## config.mk

```make
export PLATFORM = sky130hd
export DESIGN_NAME = positional_sequence_store
export DESIGN_NICKNAME = d
export VERILOG_FILES = /design/src/rtl/core/psq_pkg.sv /design/src/rtl/core/psq_ctrl.sv /design/src/rtl/core/psq_datapath.sv /design/src/rtl/core/positional_sequence_store.sv
export SDC_FILE = /design/constraint.sdc
export NUM_CORES = 2
export LEC_CHECK = 0
export BUFFER_PORTS_ARGS = -buffer_cell sky130_fd_sc_hd__buf_2
export CORE_ASPECT_RATIO = 1.2
export CORE_MARGIN = 2
export CORE_UTILIZATION = 50
export DETAILED_ROUTE_END_ITERATION = 16
export PLACE_DENSITY = 0.66
export SLEW_MARGIN = 20
export SYNTH_ARGS = -nofsm -noshare
export SYNTH_HDL_FRONTEND = slang
export SYNTH_SLANG_ARGS = --single-unit
```

## constraint.sdc

```tcl
create_clock -name clk -period 15.2 [get_ports clk]
set_clock_uncertainty 0.15 [all_clocks]
set_input_delay 3.04 -clock clk [delete_from_list [all_inputs] [get_ports clk]]
set_output_delay 3.04 -clock clk [all_outputs]
set_load 0.02 [all_outputs]
```

## src/rtl/core/psq_pkg.sv

```systemverilog
// Shared types and constants for the positional sequence store.
`timescale 1ns / 1ps
`default_nettype none
package psq_pkg;

  localparam int MAX_RESULTS = 32;

  localparam logic [2:0] CMD_INSERT    = 3'd0;
  localparam logic [2:0] CMD_REMOVE    = 3'd1;
  localparam logic [2:0] CMD_READ      = 3'd2;
  localparam logic [2:0] CMD_COUNT     = 3'd3;
  localparam logic [2:0] CMD_LIST_FWD  = 3'd4;
  localparam logic [2:0] CMD_LIST_BWD  = 3'd5;

  localparam logic [1:0] ST_OK    = 2'd0;
  localparam logic [1:0] ST_ERR   = 2'd1;
  localparam logic [1:0] ST_EMPTY = 2'd2;

  typedef struct packed {
    logic [2:0]         cmd;
    logic [5:0]         position;
    logic signed [31:0] new_value;
  } req_t;

  typedef struct packed {
    logic signed [31:0] data;
    logic [1:0]         status;
    logic               last;
  } rsp_t;

  typedef struct packed {
    logic accept;
    logic list_step;
  } ctrl_t;

  typedef struct packed {
    logic out_free;
    logic list_start;
    logic list_last;
  } stat_t;

endpackage
`default_nettype wire

```

## src/rtl/core/psq_ctrl.sv

```systemverilog
// Controller state machine: request acceptance and listing sequencing.
`timescale 1ns / 1ps
`default_nettype none
module psq_ctrl (
  input  wire logic           clk,
  input  wire logic           rst,
  input  wire logic           req_valid,
  output logic                req_ready,
  input  wire psq_pkg::stat_t stat,
  output psq_pkg::ctrl_t      ctrl
);

  localparam logic S_IDLE = 1'b0;
  localparam logic S_LIST = 1'b1;

  logic state;
  logic state_next;

  assign req_ready      = (state == S_IDLE) && stat.out_free;
  assign ctrl.accept    = req_valid && req_ready;
  assign ctrl.list_step = (state == S_LIST) && stat.out_free;

  always_comb begin
    state_next = state;
    case (state)
      S_IDLE: begin
        if (ctrl.accept && stat.list_start) state_next = S_LIST;
      end
      S_LIST: begin
        if (ctrl.list_step && stat.list_last) state_next = S_IDLE;
      end
      default: state_next = S_IDLE;
    endcase
  end

  always_ff @(posedge clk) begin
    if (rst) begin
      state <= S_IDLE;
    end else begin
      state <= state_next;
    end
  end

endmodule
`default_nettype wire

```

## src/rtl/core/psq_datapath.sv

```systemverilog
// Datapath: shifting cells, count, listing pointer and result register.
`timescale 1ns / 1ps
`default_nettype none
module psq_datapath #(
  parameter int CAPACITY = 32
) (
  input  wire logic           clk,
  input  wire logic           rst,
  input  wire psq_pkg::req_t  req,
  input  wire psq_pkg::ctrl_t ctrl,
  output psq_pkg::stat_t      stat,
  output logic                rsp_valid,
  input  wire logic           rsp_ready,
  output psq_pkg::rsp_t       rsp
);

  localparam int CNT_W = $clog2(CAPACITY + 1);
  localparam int IDX_W = $clog2(CAPACITY);
  localparam int CMP_W = (CNT_W > 6) ? CNT_W : 6;
  localparam int REM_W = $clog2(psq_pkg::MAX_RESULTS + 1);

  logic signed [31:0] cell_q [CAPACITY];
  logic [CNT_W-1:0]   count;
  logic [IDX_W-1:0]   ptr;
  logic [REM_W-1:0]   rem;
  logic [REM_W-1:0]   rem_init;
  logic               backward;
  logic [CMP_W-1:0]   pos_x;
  logic [CMP_W-1:0]   count_x;
  logic               ins_ok;
  logic               pos_ok;
  logic               is_list;
  logic               do_ins;
  logic               do_rem;
  logic [IDX_W-1:0]   rd_idx;
  logic signed [31:0] rd_data;
  logic               emit;
  psq_pkg::rsp_t      rsp_next;

  assign pos_x   = CMP_W'(req.position);
  assign count_x = CMP_W'(count);
  assign ins_ok  = (pos_x <= count_x) && (count_x < CMP_W'(CAPACITY));
  assign pos_ok  = pos_x < count_x;
  assign is_list = (req.cmd == psq_pkg::CMD_LIST_FWD) || (req.cmd == psq_pkg::CMD_LIST_BWD);
  assign do_ins  = ctrl.accept && (req.cmd == psq_pkg::CMD_INSERT) && ins_ok;
  assign do_rem  = ctrl.accept && (req.cmd == psq_pkg::CMD_REMOVE) && pos_ok;

  assign rem_init = (count_x > CMP_W'(psq_pkg::MAX_RESULTS)) ?
                    REM_W'(psq_pkg::MAX_RESULTS) : REM_W'(count);

  assign stat.out_free   = !rsp_valid || rsp_ready;
  assign stat.list_start = is_list && (count != '0);
  assign stat.list_last  = rem == REM_W'(1);

  assign rd_idx  = ctrl.list_step ? ptr : req.position[IDX_W-1:0];
  assign rd_data = cell_q[rd_idx];

  genvar g;
  for (g = 0; g < CAPACITY; g++) begin : g_cell
    logic signed [31:0] word;
    logic signed [31:0] from_below;
    logic signed [31:0] from_above;

    if (g > 0) begin : g_below
      assign from_below = cell_q[g-1];
    end else begin : g_no_below
      assign from_below = '0;
    end
    if (g < CAPACITY - 1) begin : g_above
      assign from_above = cell_q[g+1];
    end else begin : g_no_above
      assign from_above = '0;
    end

    always_ff @(posedge clk) begin
      if (do_ins) begin
        if (CMP_W'(g) > pos_x) begin
          word <= from_below;
        end else if (CMP_W'(g) == pos_x) begin
          word <= req.new_value;
        end
      end else if (do_rem && (CMP_W'(g) >= pos_x)) begin
        word <= from_above;
      end
    end

    assign cell_q[g] = word;
  end

  always_ff @(posedge clk) begin
    if (rst) begin
      count <= '0;
    end else if (do_ins) begin
      count <= count + 1'b1;
    end else if (do_rem) begin
      count <= count - 1'b1;
    end
  end

  always_ff @(posedge clk) begin
    if (rst) begin
      rem <= '0;
    end else if (ctrl.accept && stat.list_start) begin
      rem <= rem_init;
    end else if (ctrl.list_step) begin
      rem <= rem - 1'b1;
    end
  end

  always_ff @(posedge clk) begin
    if (ctrl.accept && stat.list_start) begin
      backward <= req.cmd == psq_pkg::CMD_LIST_BWD;
      ptr      <= (req.cmd == psq_pkg::CMD_LIST_BWD) ? IDX_W'(count - 1'b1) : '0;
    end else if (ctrl.list_step) begin
      ptr <= backward ? ptr - 1'b1 : ptr + 1'b1;
    end
  end

  always_comb begin
    emit            = 1'b0;
    rsp_next.data   = '0;
    rsp_next.status = psq_pkg::ST_OK;
    rsp_next.last   = 1'b1;
    if (ctrl.list_step) begin
      emit          = 1'b1;
      rsp_next.data = rd_data;
      rsp_next.last = stat.list_last;
    end else if (ctrl.accept) begin
      case (req.cmd)
        psq_pkg::CMD_INSERT: begin
          if (!ins_ok) begin
            emit            = 1'b1;
            rsp_next.status = psq_pkg::ST_ERR;
          end
        end
        psq_pkg::CMD_REMOVE: begin
          if (!pos_ok) begin
            emit            = 1'b1;
            rsp_next.status = psq_pkg::ST_ERR;
          end
        end
        psq_pkg::CMD_READ: begin
          emit = 1'b1;
          if (pos_ok) begin
            rsp_next.data = rd_data;
          end else begin
            rsp_next.status = psq_pkg::ST_ERR;
          end
        end
        psq_pkg::CMD_COUNT: begin
          emit          = 1'b1;
          rsp_next.data = 32'(count);
        end
        psq_pkg::CMD_LIST_FWD, psq_pkg::CMD_LIST_BWD: begin
          if (count == '0) begin
            emit            = 1'b1;
            rsp_next.status = psq_pkg::ST_EMPTY;
          end
        end
        default: emit = 1'b0;
      endcase
    end
  end

  always_ff @(posedge clk) begin
    if (rst) begin
      rsp_valid <= 1'b0;
    end else if (emit) begin
      rsp_valid <= 1'b1;
    end else if (rsp_ready) begin
      rsp_valid <= 1'b0;
    end
  end

  always_ff @(posedge clk) begin
    if (emit) begin
      rsp <= rsp_next;
    end
  end

  a_count_bound: assert property (@(posedge clk) disable iff (rst)
    count_x <= CMP_W'(CAPACITY))
    else $error("count above capacity");

  a_insert_grows: assert property (@(posedge clk) disable iff (rst)
    do_ins |=> count == $past(count) + 1'b1)
    else $error("insert did not advance count");

  a_step_has_work: assert property (@(posedge clk) disable iff (rst)
    ctrl.list_step |-> rem != '0)
    else $error("listing step with nothing left");

  a_no_overrun: assert property (@(posedge clk) disable iff (rst)
    emit |-> stat.out_free)
    else $error("result register overwritten");

endmodule
`default_nettype wire

```

## src/rtl/core/positional_sequence_store.sv

```systemverilog
// Top level of the positional sequence store.
`timescale 1ns / 1ps
`default_nettype none
// Ordered store of up to CAPACITY signed 32-bit words kept in a row of shifting
// cells. Insert, remove, read and count are handled on acceptance: the whole row
// shifts in parallel and a single result register holds any response. A listing
// sets up its pointer on acceptance, then gives one result per cycle while the
// response side is free, capped at 32 results, paced by the single read port on
// the cells and the result register; no new request is taken until the last
// listing result is loaded. Stalls on the response side hold the block. Reset
// clears count, rem, rsp_valid and state; the cells are not cleared and need not be.
module positional_sequence_store #(
  parameter int CAPACITY = 32
) (
  input  wire logic          clk,
  input  wire logic          rst,
  input  wire logic          req_valid,
  output logic               req_ready,
  input  wire psq_pkg::req_t req,
  output logic               rsp_valid,
  input  wire logic          rsp_ready,
  output psq_pkg::rsp_t      rsp
);

  psq_pkg::ctrl_t ctrl;
  psq_pkg::stat_t stat;

  psq_ctrl u_ctrl (
    .clk       (clk),
    .rst       (rst),
    .req_valid (req_valid),
    .req_ready (req_ready),
    .stat      (stat),
    .ctrl      (ctrl)
  );

  psq_datapath #(
    .CAPACITY (CAPACITY)
  ) u_datapath (
    .clk       (clk),
    .rst       (rst),
    .req       (req),
    .ctrl      (ctrl),
    .stat      (stat),
    .rsp_valid (rsp_valid),
    .rsp_ready (rsp_ready),
    .rsp       (rsp)
  );

endmodule
`default_nettype wire

```

* Yosys cells after proc, flatten, opt, wreduce, memory -nomap -nowiden
Cells that the tools add are included.
** Storage, ports and cells
- Register bits :: 1079
- Input bits :: 45
- Output and inout bits :: 37
- Logic and storage cells :: 468
** Operators by class
- Add/sub/neg operators :: 5
- $lt $le $gt $ge :: 69
- Equal/unequal tests :: 69
- Mux-type cells :: 160
- Bitwise gates (word level) :: 3
- Reductions and logical operators :: 121
** Operator list (count)
- 2-to-1 mux 32 bit :: 132
- binary-select mux 32 bit (select 5 bit) :: 1
- equality test 5 x 6 -> 1 bit, first input constant :: 16
- greater-or-equal comparator 5 x 6 -> 1 bit, first input constant :: 16
- greater-than comparator 5 x 6 -> 1 bit, first input constant :: 16
- inequality test 3 bit, second input constant :: 32
- nonzero test 2 bit :: 35
- case mux 32 bit (2 select lines) :: 1
- AND reduction 2 bit :: 32
- equality test 4 x 6 -> 1 bit, first input constant :: 8
- greater-or-equal comparator 4 x 6 -> 1 bit, first input constant :: 8
- greater-than comparator 4 x 6 -> 1 bit, first input constant :: 8
- logical AND 1 bit :: 43
- 2-to-1 mux 34 bit :: 1
- 2-to-1 mux 6 bit :: 5
- 2-to-1 mux 5 bit :: 5
- equality test 3 x 6 -> 1 bit, first input constant :: 4
- greater-or-equal comparator 3 x 6 -> 1 bit, first input constant :: 4
- greater-than comparator 3 x 6 -> 1 bit, first input constant :: 4
- equality test 2 x 6 -> 1 bit, first input constant :: 2
- greater-or-equal comparator 1 x 6 -> 1 bit, first input constant :: 2
- greater-or-equal comparator 2 x 6 -> 1 bit, first input constant :: 2
- greater-than comparator 1 x 6 -> 1 bit, first input constant :: 2
- greater-than comparator 2 x 6 -> 1 bit, first input constant :: 2
- other kinds (27) :: 46

* Depth between registers and ports, before layout
- Depth in word-level cells :: 12
- Mapped depth :: 15
- Gate-level depth less buffers :: 9

* By module
A second synthesis with hierarchy kept.
** Second synthesis, totals
- Cell total of the unflattened synthesis :: 6235
- Area total of the unflattened synthesis :: 63996.4 sq um
** Modules (own cells, without submodules)
- psq_datapath :: times used 1, cells each 6228, area an instance 63927.6 sq um, sequential area each 32240.9 sq um
- psq_ctrl :: times used 1, cells each 7, area an instance 68.8 sq um, sequential area each 20.0 sq um

* Worst setup path before layout
No wires, ideal clock.
- Kind :: input -> register
- Start point :: in req[33] (netlist bit)
- End point :: reg u_datapath.g_cell[16].word[0], enable pin
- Setup time :: 391 ps
- Data arrival time :: 7771 ps
- Data required time :: 14659 ps
- Slack :: 6888 ps
- Cell stages on the path :: 8
- Buffers on the path :: 0
- Path through :: ha_1 -> nor2b_1 -> o21ai_0 -> a21boi_1 -> nor3_1 -> nor2_1 -> nor3_1 -> o21a_1
** Between the ends
- Longest elaborated chain between the ends :: 5
- Elaborated cells on any way between the ends :: 12
- Classes of those cells :: 4 x order compare; 2 x eq/ne; 6 x reduce/logical
** RTL lines
- start: declaration :: RTL line positional_sequence_store.sv:19 : input wire psq_pkg::req_t req,
- less-or-equal comparator 6 bit or less-than comparator 6 bit (tied branches) :: RTL line psq_datapath.sv:42, psq_datapath.sv:43
- logical AND 1 bit (on tied branches) :: RTL line psq_datapath.sv:42, psq_datapath.sv:46
- logical AND 1 bit (on tied branches) :: RTL line psq_datapath.sv:45, psq_datapath.sv:82
- inequality test 3 bit (no source line) or nonzero test 2 bit (tied branches)
- AND reduction 2 bit (no source line) *
- end signal: assignment :: RTL line psq_datapath.sv:78 : word <= from_below;
- end signal: assignment :: RTL line psq_datapath.sv:80 : word <= req.new_value;
- end signal: assignment :: RTL line psq_datapath.sv:83 : word <= from_above;
- end: declaration :: RTL line psq_datapath.sv:60 : logic signed [31:0] word;
Every way passes the cells marked *; elsewhere a longest branch is shown, timed or not.
A chain may end at the register's enable or synchronous reset.

* Final worst setup path
- Start point :: in req[37] (netlist bit)
- End point :: reg u_datapath.g_cell[16].word[14], enable pin
The elaborated chain is that of the path after synthesis.

==> results.sh <==
export IMPL_ys_top_cells_by_area="edfxtp_1 (51%), mux2i_1 (17%), nand2_1 (8.1%)"
export IMPL_overflow=0
export IMPL_switching_power_mw=1.71
export IMPL_finalPower_mw=6.69
export IMPL_cp_startpoint="req[37]"
export IMPL_synth_edf_count=1065
export IMPL_synth_cell_types=66
export IMPL_fin_nets=5642
export IMPL_seq_area_frac_synth=0.516
export IMPL_start_kind="input port"
export IMPL_timing_final_crit_period_ps=7730
export IMPL_routedWlPerCell_um=28.7
export IMPL_reg2reg_slack_ps=9500
export IMPL_maxCapViolations=0
export IMPL_area_growth_pct=8.53
export IMPL_cts_tree="built"
export IMPL_ys_flop_type="edfxtp_1"
export IMPL_synthesis_instances=5829
export IMPL_num_rows=142
export IMPL_syn_area_per_cell_sq_um=10.7
export IMPL_muxShareOfSynthArea=0.222
export IMPL_initial_core_util=0.502
export IMPL_grt_max_degree=286
export IMPL_insertion_delay_ps=740
export IMPL_coreArea_sq_um=125000
export IMPL_syn_area_sq_um=62500
export IMPL_drc=0
export IMPL_crit_path_end_kind="flip-flop"
export IMPL_drt_pass1_iter_count=6
export IMPL_reg2reg_to="u_datapath.g_cell[15].from_above[14]"
export IMPL_ys_top_cells_by_count="nand2_1 (1,351), mux2i_1 (1,072), edfxtp_1 (1,065)"
export IMPL_dp_final_hpwl_um=123000
export IMPL_h_tree_depth=3
export IMPL_grt_util_all_layers=0.322
export IMPL_antenna_found_initial=9
export IMPL_ctsResizeCount=0
export IMPL_num_fill_cells=10700
export IMPL_hold_buffers=0
export IMPL_criticalPathCategory="in -> reg"
export IMPL_die_h_um=391
export IMPL_synth_xor_area_share=0.00168
export IMPL_swShare=0.256
export IMPL_drt_iter0_drc=6522
export IMPL_ys_async_sr_fraction=0
export IMPL_synth_top_family_by_area="multiplexers"
export IMPL_root_buffer="clkbuf_16"
export IMPL_grt_pass1_vias=45400
export IMPL_viasPerCell=6.57
export IMPL_die_area_sq_um=128000
export IMPL_internal_power_mw=4.98
export IMPL_hold_start="u_datapath.rem[3]"
export IMPL_ys_warn_count=0
export IMPL_power_share_sequential=0.490
export IMPL_synthSimpleGateAreaFrac=0.102
export IMPL_synth_fa_ha_area_frac=0.00312
export IMPL_cts_buffers=114
export IMPL_critPathArrivalTime_ps=7940
export IMPL_hold_viol=0
export IMPL_cts_setup_buffers=0
export IMPL_placed_cells=7122
export IMPL_cp_endpoint="u_datapath.g_cell[15].from_above[14]"
export IMPL_place_ws_ps=6790
export IMPL_rsz0062_at_grt="no"
export IMPL_fin_ws_ps=7470
export IMPL_combPwrFrac=0.103
export IMPL_finish_utilization=0.545
export IMPL_cts_buffer_depth=3
export IMPL_fin_cells=7335
export IMPL_path_clk_slew_ps=60
export IMPL_r2r_start="u_datapath.count[1]"
export IMPL_relSlewSlack=0.192
export IMPL_drt_wl_total_um=210000
export IMPL_yosys_area_top_type_share=0.511
export IMPL_leakage_nw=27.2
export IMPL_clkPwrFrac=0.406
export IMPL_cts_sinks=1079
export IMPL_required_ps=15400
export IMPL_setup_viol=0
export IMPL_via_count=48200
export IMPL_yosysTopAreaCell="edfxtp_1"
export IMPL_r2r_cells=13
export IMPL_layout_worst_path_cycle_share=0.509
export IMPL_io_pins=82
export IMPL_grt_pass1_wl_um=306000
export IMPL_drive_gt1_frac=0.101
export IMPL_gp_congestion=0.863
export IMPL_syn_nets=5889
export IMPL_fmax_ghz=0.129
export IMPL_slew_violations=0
export IMPL_worstMarginPinSlew_ps=1210
export IMPL_ir_drop_mv=0.0855
export IMPL_crit_path_max_fanout=39
export IMPL_yosysMostFrequentCell="nand2_1"
export IMPL_io_buffer_count=81
export IMPL_outcome="complete, no violations"
export IMPL_pwr_density_cell_nw_per_um2=98.6
export IMPL_hp_class="reg -> reg"
export IMPL_synth_seq_cells=1079
export IMPL_finalSetupTns_ps=0
export IMPL_synth_compound_area_frac=0.119
export IMPL_drtAntennaViolNets=0
export IMPL_die_width_um=327
## flip-flops by register name, indices dropped and copies added (netlist names)
name	flops
u_ctrl.state	1
u_datapath.rsp	35
u_datapath.g_cell.word	64
u_datapath.g_cell.from_above	928
u_datapath.g_cell.from_below	32
u_datapath.backward	1
u_datapath.ptr	5
u_datapath.rem	6
u_datapath.rsp_valid	1
u_datapath.count	6
## critical path, stage by stage
cell and delay [ps]:
buf_2 680, ha_1 320, nand4_1 260, and2_1 290, a211oi_4 140, buf_4 650
nor2_4 60, buf_4 400, nor3_2 200, buf_4 650, o21a_2 620, buf_4 520
## power groups by stage
stage	Clock [mW]	Sequential, mW	Combinational [mW]
2_1_floorplan	0	3.35	0.442
3_3_place_gp	0	3.34	0.669
3_5_place_dp	0	3.34	0.677
4_1_cts	2.74	3.28	0.678
5_1_grt	2.84	3.28	0.722
6_report	2.72	3.28	0.691
## cell type report
| type | count | area (sq um) | area share |
|---|---|---|---|
| sequential | 1079 | 32300 | 0.475 |
| multi-input combinational | 4174 | 28600 | 0.422 |
| clock buffer | 148 | 3030 | 0.0447 |
| tap | 1656 | 2070 | 0.0305 |
| timing repair buffer | 195 | 1350 | 0.0199 |
| clock inverter | 59 | 439 | 0.00647 |
| inverter | 18 | 67.6 | 0.000995 |
| antenna | 6 | 15.0 | 0.000221 |
## layout by cell type (no fill, tap or decap), types with 7 or more instances in the layout
cell,count
o221ai_1,7
nor3_2,7
edfxtp_1,1065
buf_4,106
a211oi_1,9
dfxtp_1,14
buf_12,7
and3_1,41
a22oi_1,7
nor2_1,33
ha_1,14
nor2b_4,10
a21oi_1,84
nor3_1,25
nor2_4,30
a32oi_1,83
clkbuf_16,116
nand2_1,1343
mux2i_1,1071
o21ai_0,986
buf_2,81
xnor2_1,8
a21oi_4,9
clkinv_2,13
nand4_1,34
nand3_1,28
a32o_1,7
clkinv_1,34
mux4_2,137
o211ai_1,77
a31oi_1,11
o22ai_1,12
inv_1,16
clkbuf_1,31
## how the worst min path moves through the flow
stage                              endpoint  slack [ps]  depth (start not counted)
after global placement    u_datapath.rem[3]         350                          2
final                     u_datapath.rem[3]         370                          2
after global routing      u_datapath.rem[3]         410                          2
after floorplan           u_datapath.rem[3]         330                          2
after detailed placement  u_datapath.rem[3]         360                          2
after CTS                 u_datapath.rem[3]         370                          2
## kinds of logic (layout without fill, tap and decap cells)
logic type / count (synthesis) / count (layout)
other cells: 0 / 6
mux: 1215 / 1215
fa+ha+maj: 15 / 15
compound gates: 1335 / 1335
xor+xnor: 12 / 12
flops: 1079 / 1079
simple gates: 1597 / 1597
buf+inv: 576 / 420
## metal layers
layer | GRT usage | vias to the layer above | share of wire
met2 | 0.521 | 2601 | 0.47
li1 | - | 21100 | -
met5 | 0 | - | 0.000081
met4 | 0.167 | 4 | 0.057
met1 | 0.418 | 23900 | 0.38
met3 | 0.0539 | 604 | 0.089
## stage by stage
stage | hold WS (ps) | instance area (sq um)
3_5_place_dp | 359 | 64400
2_1_floorplan | 325 | 62500
3_3_place_gp | 348 | 64400
4_1_cts | 367 | 67900
6_report | 366 | 67900
5_1_grt | 411 | 67900
Power figures use the tool's default switching activity.
